File: src/dmc_pkg.sv
`default_nettype none
package dmc_pkg;

  localparam int unsigned LINE_BYTES_DEF = 32;
  localparam int unsigned NUM_LINES_DEF  = 128;

  localparam int unsigned ADDR_W   = 32;
  localparam int unsigned OFF_FW   = 5;
  localparam int unsigned BLK_FW   = 27;
  localparam int unsigned IDX_FW   = 7;
  localparam int unsigned TAG_FW   = 20;
  localparam int unsigned XFER_FW  = 6;
  localparam int unsigned CNT_W    = 32;

  localparam logic ACC_READ  = 1'b0;
  localparam logic ACC_WRITE = 1'b1;

  typedef struct packed {
    logic [ADDR_W-1:0] address;
    logic              access_kind;
  } in_t;

  typedef struct packed {
    logic [OFF_FW-1:0]  byte_offset;
    logic [BLK_FW-1:0]  block_number;
    logic [IDX_FW-1:0]  line_index;
    logic [TAG_FW-1:0]  tag;
    logic               miss;
    logic               replaced;
    logic [TAG_FW-1:0]  evicted_tag;
    logic               mem_read;
    logic               mem_write;
    logic [XFER_FW-1:0] transfer_bytes;
    logic [CNT_W-1:0]   hit_count;
    logic [CNT_W-1:0]   miss_count;
  } out_t;

  // controller -> datapath
  typedef struct packed {
    logic capture;  // latch access, start tag read
    logic commit;   // tag data ready: decide, update, emit result
  } ctl_cmd_t;

endpackage
`default_nettype wire

File: src/dmc_ram.sv
`default_nettype none
module dmc_ram #(
  parameter int unsigned WIDTH = 20,
  parameter int unsigned DEPTH = 128
) (
  input  wire logic                     clk,
  input  wire logic                     we,
  input  wire logic [$clog2(DEPTH)-1:0] waddr,
  input  wire logic [WIDTH-1:0]         wdata,
  input  wire logic [$clog2(DEPTH)-1:0] raddr,
  output logic      [WIDTH-1:0]         rdata
);

  logic [WIDTH-1:0] mem [DEPTH];

  always_ff @(posedge clk) begin
    if (we) begin
      mem[waddr] <= wdata;
    end
    rdata <= mem[raddr];
  end

endmodule
`default_nettype wire

File: src/dmc_ctrl.sv
`default_nettype none
module dmc_ctrl (
  input  wire logic              clk,
  input  wire logic              rst_n,
  input  wire logic              start,
  output logic                   busy,
  output dmc_pkg::ctl_cmd_t      cmd
);

  typedef enum logic [1:0] {
    ST_IDLE   = 2'b01,
    ST_LOOKUP = 2'b10
  } state_t;

  state_t state_r, state_nxt;

  always_comb begin
    state_nxt   = state_r;
    busy        = 1'b0;
    cmd.capture = 1'b0;
    cmd.commit  = 1'b0;
    case (state_r)
      ST_IDLE: begin
        if (start) begin
          cmd.capture = 1'b1;
          state_nxt   = ST_LOOKUP;
        end
      end
      ST_LOOKUP: begin
        busy       = 1'b1;
        cmd.commit = 1'b1;
        state_nxt  = ST_IDLE;
      end
      default: begin
        state_nxt = ST_IDLE;
      end
    endcase
  end

  always_ff @(posedge clk) begin
    if (!rst_n) begin
      state_r <= ST_IDLE;
    end else begin
      state_r <= state_nxt;
    end
  end

endmodule
`default_nettype wire

File: src/dmc_datapath.sv
`default_nettype none
module dmc_datapath #(
  parameter int unsigned LINE_BYTES = dmc_pkg::LINE_BYTES_DEF,
  parameter int unsigned NUM_LINES  = dmc_pkg::NUM_LINES_DEF
) (
  input  wire logic              clk,
  input  wire logic              rst_n,
  input  wire dmc_pkg::ctl_cmd_t cmd,
  input  wire dmc_pkg::in_t      in_data,
  output logic                   out_valid,
  output dmc_pkg::out_t          out_data
);

  localparam int unsigned OFF_W = $clog2(LINE_BYTES);
  localparam int unsigned IDX_W = $clog2(NUM_LINES);
  localparam int unsigned TAG_W = dmc_pkg::ADDR_W - OFF_W - IDX_W;
  localparam int unsigned AW    = dmc_pkg::ADDR_W;

  logic [AW-1:0]              addr_r;
  logic                       kind_r;
  logic [NUM_LINES-1:0]       valid_r, valid_nxt;
  logic [dmc_pkg::CNT_W-1:0]  hit_cnt_r, hit_cnt_nxt;
  logic [dmc_pkg::CNT_W-1:0]  miss_cnt_r, miss_cnt_nxt;
  logic                       out_valid_r;
  dmc_pkg::out_t              out_r, out_nxt;

  logic [IDX_W-1:0] rd_idx;
  logic [IDX_W-1:0] idx;
  logic [TAG_W-1:0] tag_a;
  logic [TAG_W-1:0] tag_q;
  logic             vld;
  logic             hit;
  logic             rd_miss;

  assign rd_idx  = in_data.address[OFF_W +: IDX_W];
  assign idx     = addr_r[OFF_W +: IDX_W];
  assign tag_a   = addr_r[AW-1 -: TAG_W];
  assign vld     = valid_r[idx];
  assign hit     = vld && (tag_q == tag_a);
  assign rd_miss = !hit && (kind_r == dmc_pkg::ACC_READ);

  dmc_ram #(
    .WIDTH (TAG_W),
    .DEPTH (NUM_LINES)
  ) u_tag_ram (
    .clk   (clk),
    .we    (cmd.commit && rd_miss),
    .waddr (idx),
    .wdata (tag_a),
    .raddr (rd_idx),
    .rdata (tag_q)
  );

  always_comb begin
    valid_nxt    = valid_r;
    hit_cnt_nxt  = hit_cnt_r;
    miss_cnt_nxt = miss_cnt_r;
    if (hit) begin
      hit_cnt_nxt = hit_cnt_r + 1'b1;
    end else begin
      miss_cnt_nxt = miss_cnt_r + 1'b1;
    end
    if (rd_miss) begin
      valid_nxt[idx] = 1'b1;
    end

    out_nxt.byte_offset  = dmc_pkg::OFF_FW'(addr_r[OFF_W-1:0]);
    out_nxt.block_number = dmc_pkg::BLK_FW'(addr_r[AW-1:OFF_W]);
    out_nxt.line_index   = dmc_pkg::IDX_FW'(idx);
    out_nxt.tag          = dmc_pkg::TAG_FW'(tag_a);
    out_nxt.miss         = !hit;
    out_nxt.replaced     = rd_miss && vld;
    out_nxt.evicted_tag  = (rd_miss && vld) ? dmc_pkg::TAG_FW'(tag_q) : '0;
    out_nxt.mem_read     = rd_miss;
    out_nxt.mem_write    = (kind_r == dmc_pkg::ACC_WRITE);
    if (kind_r == dmc_pkg::ACC_WRITE) begin
      out_nxt.transfer_bytes = dmc_pkg::XFER_FW'(1);
    end else if (!hit) begin
      out_nxt.transfer_bytes = dmc_pkg::XFER_FW'(LINE_BYTES);
    end else begin
      out_nxt.transfer_bytes = '0;
    end
    out_nxt.hit_count  = hit_cnt_nxt;
    out_nxt.miss_count = miss_cnt_nxt;
  end

  always_ff @(posedge clk) begin
    if (cmd.capture) begin
      addr_r <= in_data.address;
      kind_r <= in_data.access_kind;
    end
    if (cmd.commit) begin
      out_r <= out_nxt;
    end
  end

  always_ff @(posedge clk) begin
    if (!rst_n) begin
      valid_r     <= '0;
      hit_cnt_r   <= '0;
      miss_cnt_r  <= '0;
      out_valid_r <= 1'b0;
    end else begin
      out_valid_r <= cmd.commit;
      if (cmd.commit) begin
        valid_r    <= valid_nxt;
        hit_cnt_r  <= hit_cnt_nxt;
        miss_cnt_r <= miss_cnt_nxt;
      end
    end
  end

  assign out_valid = out_valid_r;
  assign out_data  = out_r;

endmodule
`default_nettype wire

File: src/direct_mapped_cache_tag_check.sv
// The result strobe out_valid is registered from the commit issued in the
// lookup state that follows the accepting edge. busy is high only in that
// state, which the registered tag RAM read requires, so a new access is
// taken while the previous result is shown. The receiver cannot stall.
// Reset (rst_n low, synchronous): all valid bits and both counters cleared.
`default_nettype none
module direct_mapped_cache_tag_check #(
  parameter int unsigned LINE_BYTES = dmc_pkg::LINE_BYTES_DEF,
  parameter int unsigned NUM_LINES  = dmc_pkg::NUM_LINES_DEF
) (
  input  wire logic         clk,
  input  wire logic         rst_n,
  input  wire logic         start,
  output logic              busy,
  input  wire dmc_pkg::in_t in_data,
  output logic              out_valid,
  output dmc_pkg::out_t     out_data
);

  dmc_pkg::ctl_cmd_t cmd;

  dmc_ctrl u_ctrl (
    .clk   (clk),
    .rst_n (rst_n),
    .start (start),
    .busy  (busy),
    .cmd   (cmd)
  );

  dmc_datapath #(
    .LINE_BYTES (LINE_BYTES),
    .NUM_LINES  (NUM_LINES)
  ) u_dp (
    .clk       (clk),
    .rst_n     (rst_n),
    .cmd       (cmd),
    .in_data   (in_data),
    .out_valid (out_valid),
    .out_data  (out_data)
  );

endmodule
`default_nettype wire

File: config.mk
export PLATFORM = sky130hd
export DESIGN_NAME = direct_mapped_cache_tag_check
export DESIGN_NICKNAME = d
export VERILOG_FILES = /design/src/dmc_pkg.sv /design/src/dmc_ram.sv /design/src/dmc_ctrl.sv /design/src/dmc_datapath.sv /design/src/direct_mapped_cache_tag_check.sv
export SDC_FILE = /design/constraint.sdc
export NUM_CORES = 2
export LEC_CHECK = 0
export BUFFER_PORTS_ARGS = -buffer_cell sky130_fd_sc_hd__buf_4
export CAP_MARGIN = 0
export CELL_PAD_IN_SITES_DETAIL_PLACEMENT = 1
export CELL_PAD_IN_SITES_GLOBAL_PLACEMENT = 2
export CORE_ASPECT_RATIO = 1.75
export CORE_UTILIZATION = 47
export CTS_BUF_LIST = sky130_fd_sc_hd__clkbuf_2
export DETAILED_ROUTE_END_ITERATION = 7
export GPL_TIMING_DRIVEN = 0
export PLACE_DENSITY = 0.76
export REMOVE_ABC_BUFFERS = 1
export SLEW_MARGIN = 5
export SYNTH_ARGS = -nofsm -noshare
export SYNTH_HDL_FRONTEND = slang
export SYNTH_SLANG_ARGS = --single-unit
File: constraint.sdc
create_clock -name clk -period 5.5 [get_ports clk]
set_input_delay 1.65 -clock clk [delete_from_list [all_inputs] [get_ports clk]]
set_output_delay 1.65 -clock clk [all_outputs]
set_load 0.005 [all_outputs]
==> run_results.csv <==
group,metric,value,unit
yosys,yosys-mux-area-fraction,17.4,%
clocking,worst_skew_pair_later_pin_latency,1.77,ns
drt,drcViolationCount,0,
yosys,synth_enable_flop_cells,2715,
power,power.sequential.fraction,60.2,%
drt,wl_per_cell,31.7,um
worst_setup_path,start_kind,"flip-flop",
timing,worst_slew_margin,12.5,%
worst_setup_path,end_kind,"flip-flop",
grt,grt_util_all_layers,25.5,%
placed_design,dp_hpwl,177,mm
yosys,synth-compound-area-share,1.55,%
yosys,simple_gate_portion_of_the_synthesized_area,2.81,%
timing,layout_worst_path_cycle_share,98.6,%
timing,setup_repair_after_global_routing_missed_its_margin,"false",
timing,setup_violation_total_in_the_final_timing_report,0,
grt,grt_start_max_net_pins,125,
yosys,synth-async-reset-ratio,0,%
placed_design,placement.setup.worst_slack,-1.42,ns
run,max_cap_viol_count,0,
layout,layout.filler_cells,21200,
yosys,postSynthAreaPerCell,21.8,um2
layout,most-common-layout-cells,"2715 x sky130_fd_sc_hd__edfxtp_1, 904 x sky130_fd_sc_hd__clkbuf_2, 850 x sky130_fd_sc_hd__mux4_2, 292 x sky130_fd_sc_hd__buf_4, 215 x sky130_fd_sc_hd__dfxtp_1",
clocking,clock_tree.htree_level_count,6,
clocking,clock_tree.buffer_depth,4,
yosys,synthAdderAreaFrac,0.0222,%
yosys,synthDistinctLibCells,72,
timing,final-max-slew-violation-count,0,
layout,area_delta_synth_final,15.4,%
yosys,mappedNetlistArea,0.113,mm2
timing,max_slew.worst_pin.slew,1.31,ns
layout,final-seq-area,0.0858,mm2
die,chipWidth,372,um
timing,final-hold-violation-count,0,
clocking,cts.reportedPaths.clkPinSlew,0.11,ns
timing,max_freq,184,MHz
drt,routed_wire_length,308,mm
yosys,synth-xor-area-share,0.714,%
power,power.ir.vdd_worst,0.201,mV
power,power-per-cell-area,312,mW/mm2
layout,final_common_cell,"sky130_fd_sc_hd__edfxtp_1",
grt,initial_antenna_violation_count,12,
clocking,cts_sink_cnt,2930,
power,power_switching,9910,uW
drt,drtAntennaViolNets,0,
clocking,cts-buffers-inserted,641,
yosys,synth_seq_area_share,76.1,%
placed_design,placement.io_buffers,186,
timing,post-route-min-period,5.42,ns
worst_setup_path,worstReg2RegStart,"u_dp.addr_r[5]",
layout,finish.cell_count_without_fillers,9694,
drt,first_pass_iters,5,
worst_setup_path,worstSetupPathType,"flip-flop to flip-flop",
outcome,outcome,"finished clean",
power,pwr-share-comb,5.9,%
drt,num_vias,57800,
yosys,synth_ff_type,"sky130_fd_sc_hd__edfxtp_1",
grt,grt_pass1_vias,62000,
grt,grt-ovfl-total,0,
timing,worst_slack,0.0753,ns
worst_hold_path,hold_path_startpoint,"rst_n",
die,die_y,650,um
layout,layout.nets,6139,
drt,drt_iter0_drc,5067,
die,ioPinCount,191,
die,floorplan.initialDensity,47.3,%
worst_setup_path,setup.worst_path.start,"u_dp.addr_r[5]",
grt,first_pass_grt_wire_length,436,mm
die,placementRows,237,
yosys,syn_inst,5179,
worst_hold_path,worst_hold_path.num_cells,2,
worst_setup_path,critical_path.max_fanout,52,
placed_design,globalplace.congestion,0.794,
timing,fin_worst_skew,0.119,ns
clocking,cts_tree,"yes",
worst_setup_path,number_of_cells_on_the_worst_reg_to_reg_path,14,
worst_hold_path,holdCritPathClass,"input port to flip-flop",
worst_setup_path,cp_data_required_time,6.86,ns
timing,timing.setup.tns,0,ns
layout,drive_above_1_share,39.9,%
yosys,synth-warning-count,0,
power,power_report.internal_total,30800,uW
worst_setup_path,worst_ep_arrival_time,6.78,ns
die,core,0.238,mm2
drt,ratio_of_routed_vias_to_standard_cells,5.96,
yosys,seq_cells_post_synth,2930,
placed_design,place_inst,8330,
power,p_sw_share,24.4,%
power,power_frac_clock,33.9,%
clocking,cts.root.buffer_cell,"sky130_fd_sc_hd__clkbuf_2",
layout,layout.core_utilization,54.6,%
layout,area_of_combinational_cells_with_multiple_inputs,0.0271,mm2
die,dieArea,0.242,mm2
yosys,synth_top_family_by_area,"multiplexers",
power,cellLeakagePower,0.0417,uW
path summary, 6_finish.rpt:
check / to / slack (ns)
worst max-delay path: u_dp.u_tag_ram.mem[12][7] / 0.08
worst min-delay path: u_dp.miss_cnt_r[30] / 0.30
worst max register to register: u_dp.u_tag_ram.mem[12][7] / 0.08
worst min register to register: u_dp.out_data[148] / 0.44
power groups by stage:
stage	sequential (uW)	clock (uW)	combinational (uW)
floorplan	25100	0	867
global placement	25400	0	2080
detailed placement	25000	0	2320
CTS	24500	14100	2370
global route	24500	15000	2490
finish	24500	13800	2390
metrics by stage:
step	total power (uW)	instance area (um2)	hold slack, ns
floorplan	26000	111000	0.400
global placement	27500	117000	0.404
detailed placement	27300	122000	0.411
CTS	40900	130000	0.102
global route	42000	130000	0.169
finish	40700	130000	0.303
timing repair:
action                                   CTS  global route
endpoints found under the setup margin  2634           761
resized for setup                         51             9
pin swaps                                101             4
setup buffers                            110            22
hold endpoints to repair                  26             0
hold buffers                              26             0
cloned                                    71             1
cell type report:
type	count	area share (%)
flip-flops and latches	2930	65.9
multi-input cells	1971	20.8
repair buffers	533	5.62
clock buffers	904	3.48
well taps	3107	2.99
clock inverters	210	1.08
inverters	24	0.0855
diodes	15	0.0288
critical path: stages (launching register included):
cell and delay [ns]:
sky130_fd_sc_hd__edfxtp_1 0.46, sky130_fd_sc_hd__buf_4 0.18, sky130_fd_sc_hd__and2b_1 0.47, sky130_fd_sc_hd__a221oi_1 0.43, sky130_fd_sc_hd__nor2_1 0.10, sky130_fd_sc_hd__or3_1 0.40, sky130_fd_sc_hd__a31oi_4 0.54, sky130_fd_sc_hd__a21oi_4 0.20
sky130_fd_sc_hd__buf_12 0.22, sky130_fd_sc_hd__buf_12 0.18, sky130_fd_sc_hd__inv_4 0.15, sky130_fd_sc_hd__buf_16 0.28, sky130_fd_sc_hd__nand4_4 0.19, sky130_fd_sc_hd__buf_12 0.27, sky130_fd_sc_hd__nor2_2 0.75
flip-flops by register name, indices dropped and copies added, names as in the netlist:
name and cells:
u_dp.kind_r 1, u_dp.u_tag_ram.rdata 20, u_dp.u_tag_ram.mem 2560, u_dp.out_data 122, u_dp.miss_cnt_r 32, u_dp.out_valid 1, u_dp.valid_r 128, u_ctrl.state_r 2
u_dp.addr_r 32, u_dp.hit_cnt_r 32
kinds of logic after synthesis:
logic type / count (synthesis)
DFF: 2930
muxes: 901
and+or+nand+nor: 622
buffers and inverters: 352
AOI/OAI and AO/OA: 279
xor gates and xnor gates: 92
adders and majority gates: 2
other: 1
per-layer routing:
layer  wire (um)  vias up  global-route usage [%]
met4       14600        6                    11.8
li1            -    23900                       -
met1      107000    30700                    29.2
met3       17300      668                    3.76
met5          46        -                       0
met2      168000     2447                    46.4
Yosys cell counts, types with 8 or more instances:
cell	instances	share of area [%]
sky130_fd_sc_hd__xnor2_1	58	0.45
sky130_fd_sc_hd__o31ai_1	23	0.15
sky130_fd_sc_hd__buf_4	38	0.25
sky130_fd_sc_hd__nor2_1	181	0.60
sky130_fd_sc_hd__nand3_1	46	0.20
sky130_fd_sc_hd__o21ai_1	16	0.071
sky130_fd_sc_hd__nand4_1	29	0.16
sky130_fd_sc_hd__and2_1	30	0.17
sky130_fd_sc_hd__or4_1	24	0.16
sky130_fd_sc_hd__nand2b_1	14	0.078
sky130_fd_sc_hd__inv_1	20	0.067
sky130_fd_sc_hd__edfxtp_1	2715	72
sky130_fd_sc_hd__a2111oi_0	8	0.062
sky130_fd_sc_hd__xor2_1	34	0.26
sky130_fd_sc_hd__nor3_1	19	0.084
sky130_fd_sc_hd__o22ai_1	8	0.044
sky130_fd_sc_hd__mux4_2	850	17
sky130_fd_sc_hd__clkbuf_1	190	0.63
sky130_fd_sc_hd__and3_1	23	0.13
sky130_fd_sc_hd__nor2b_1	8	0.044
sky130_fd_sc_hd__dfxtp_1	215	3.8
sky130_fd_sc_hd__or3_1	9	0.050
sky130_fd_sc_hd__mux2i_1	24	0.21
sky130_fd_sc_hd__mux2_2	26	0.26
sky130_fd_sc_hd__nand4_4	12	0.23
sky130_fd_sc_hd__nand2_1	196	0.65
sky130_fd_sc_hd__a221oi_1	17	0.13
sky130_fd_sc_hd__buf_2	32	0.14
sky130_fd_sc_hd__a21oi_1	45	0.20
sky130_fd_sc_hd__buf_1	61	0.20
sky130_fd_sc_hd__o21ai_0	118	0.52
(Power assumes the default switching activity.)
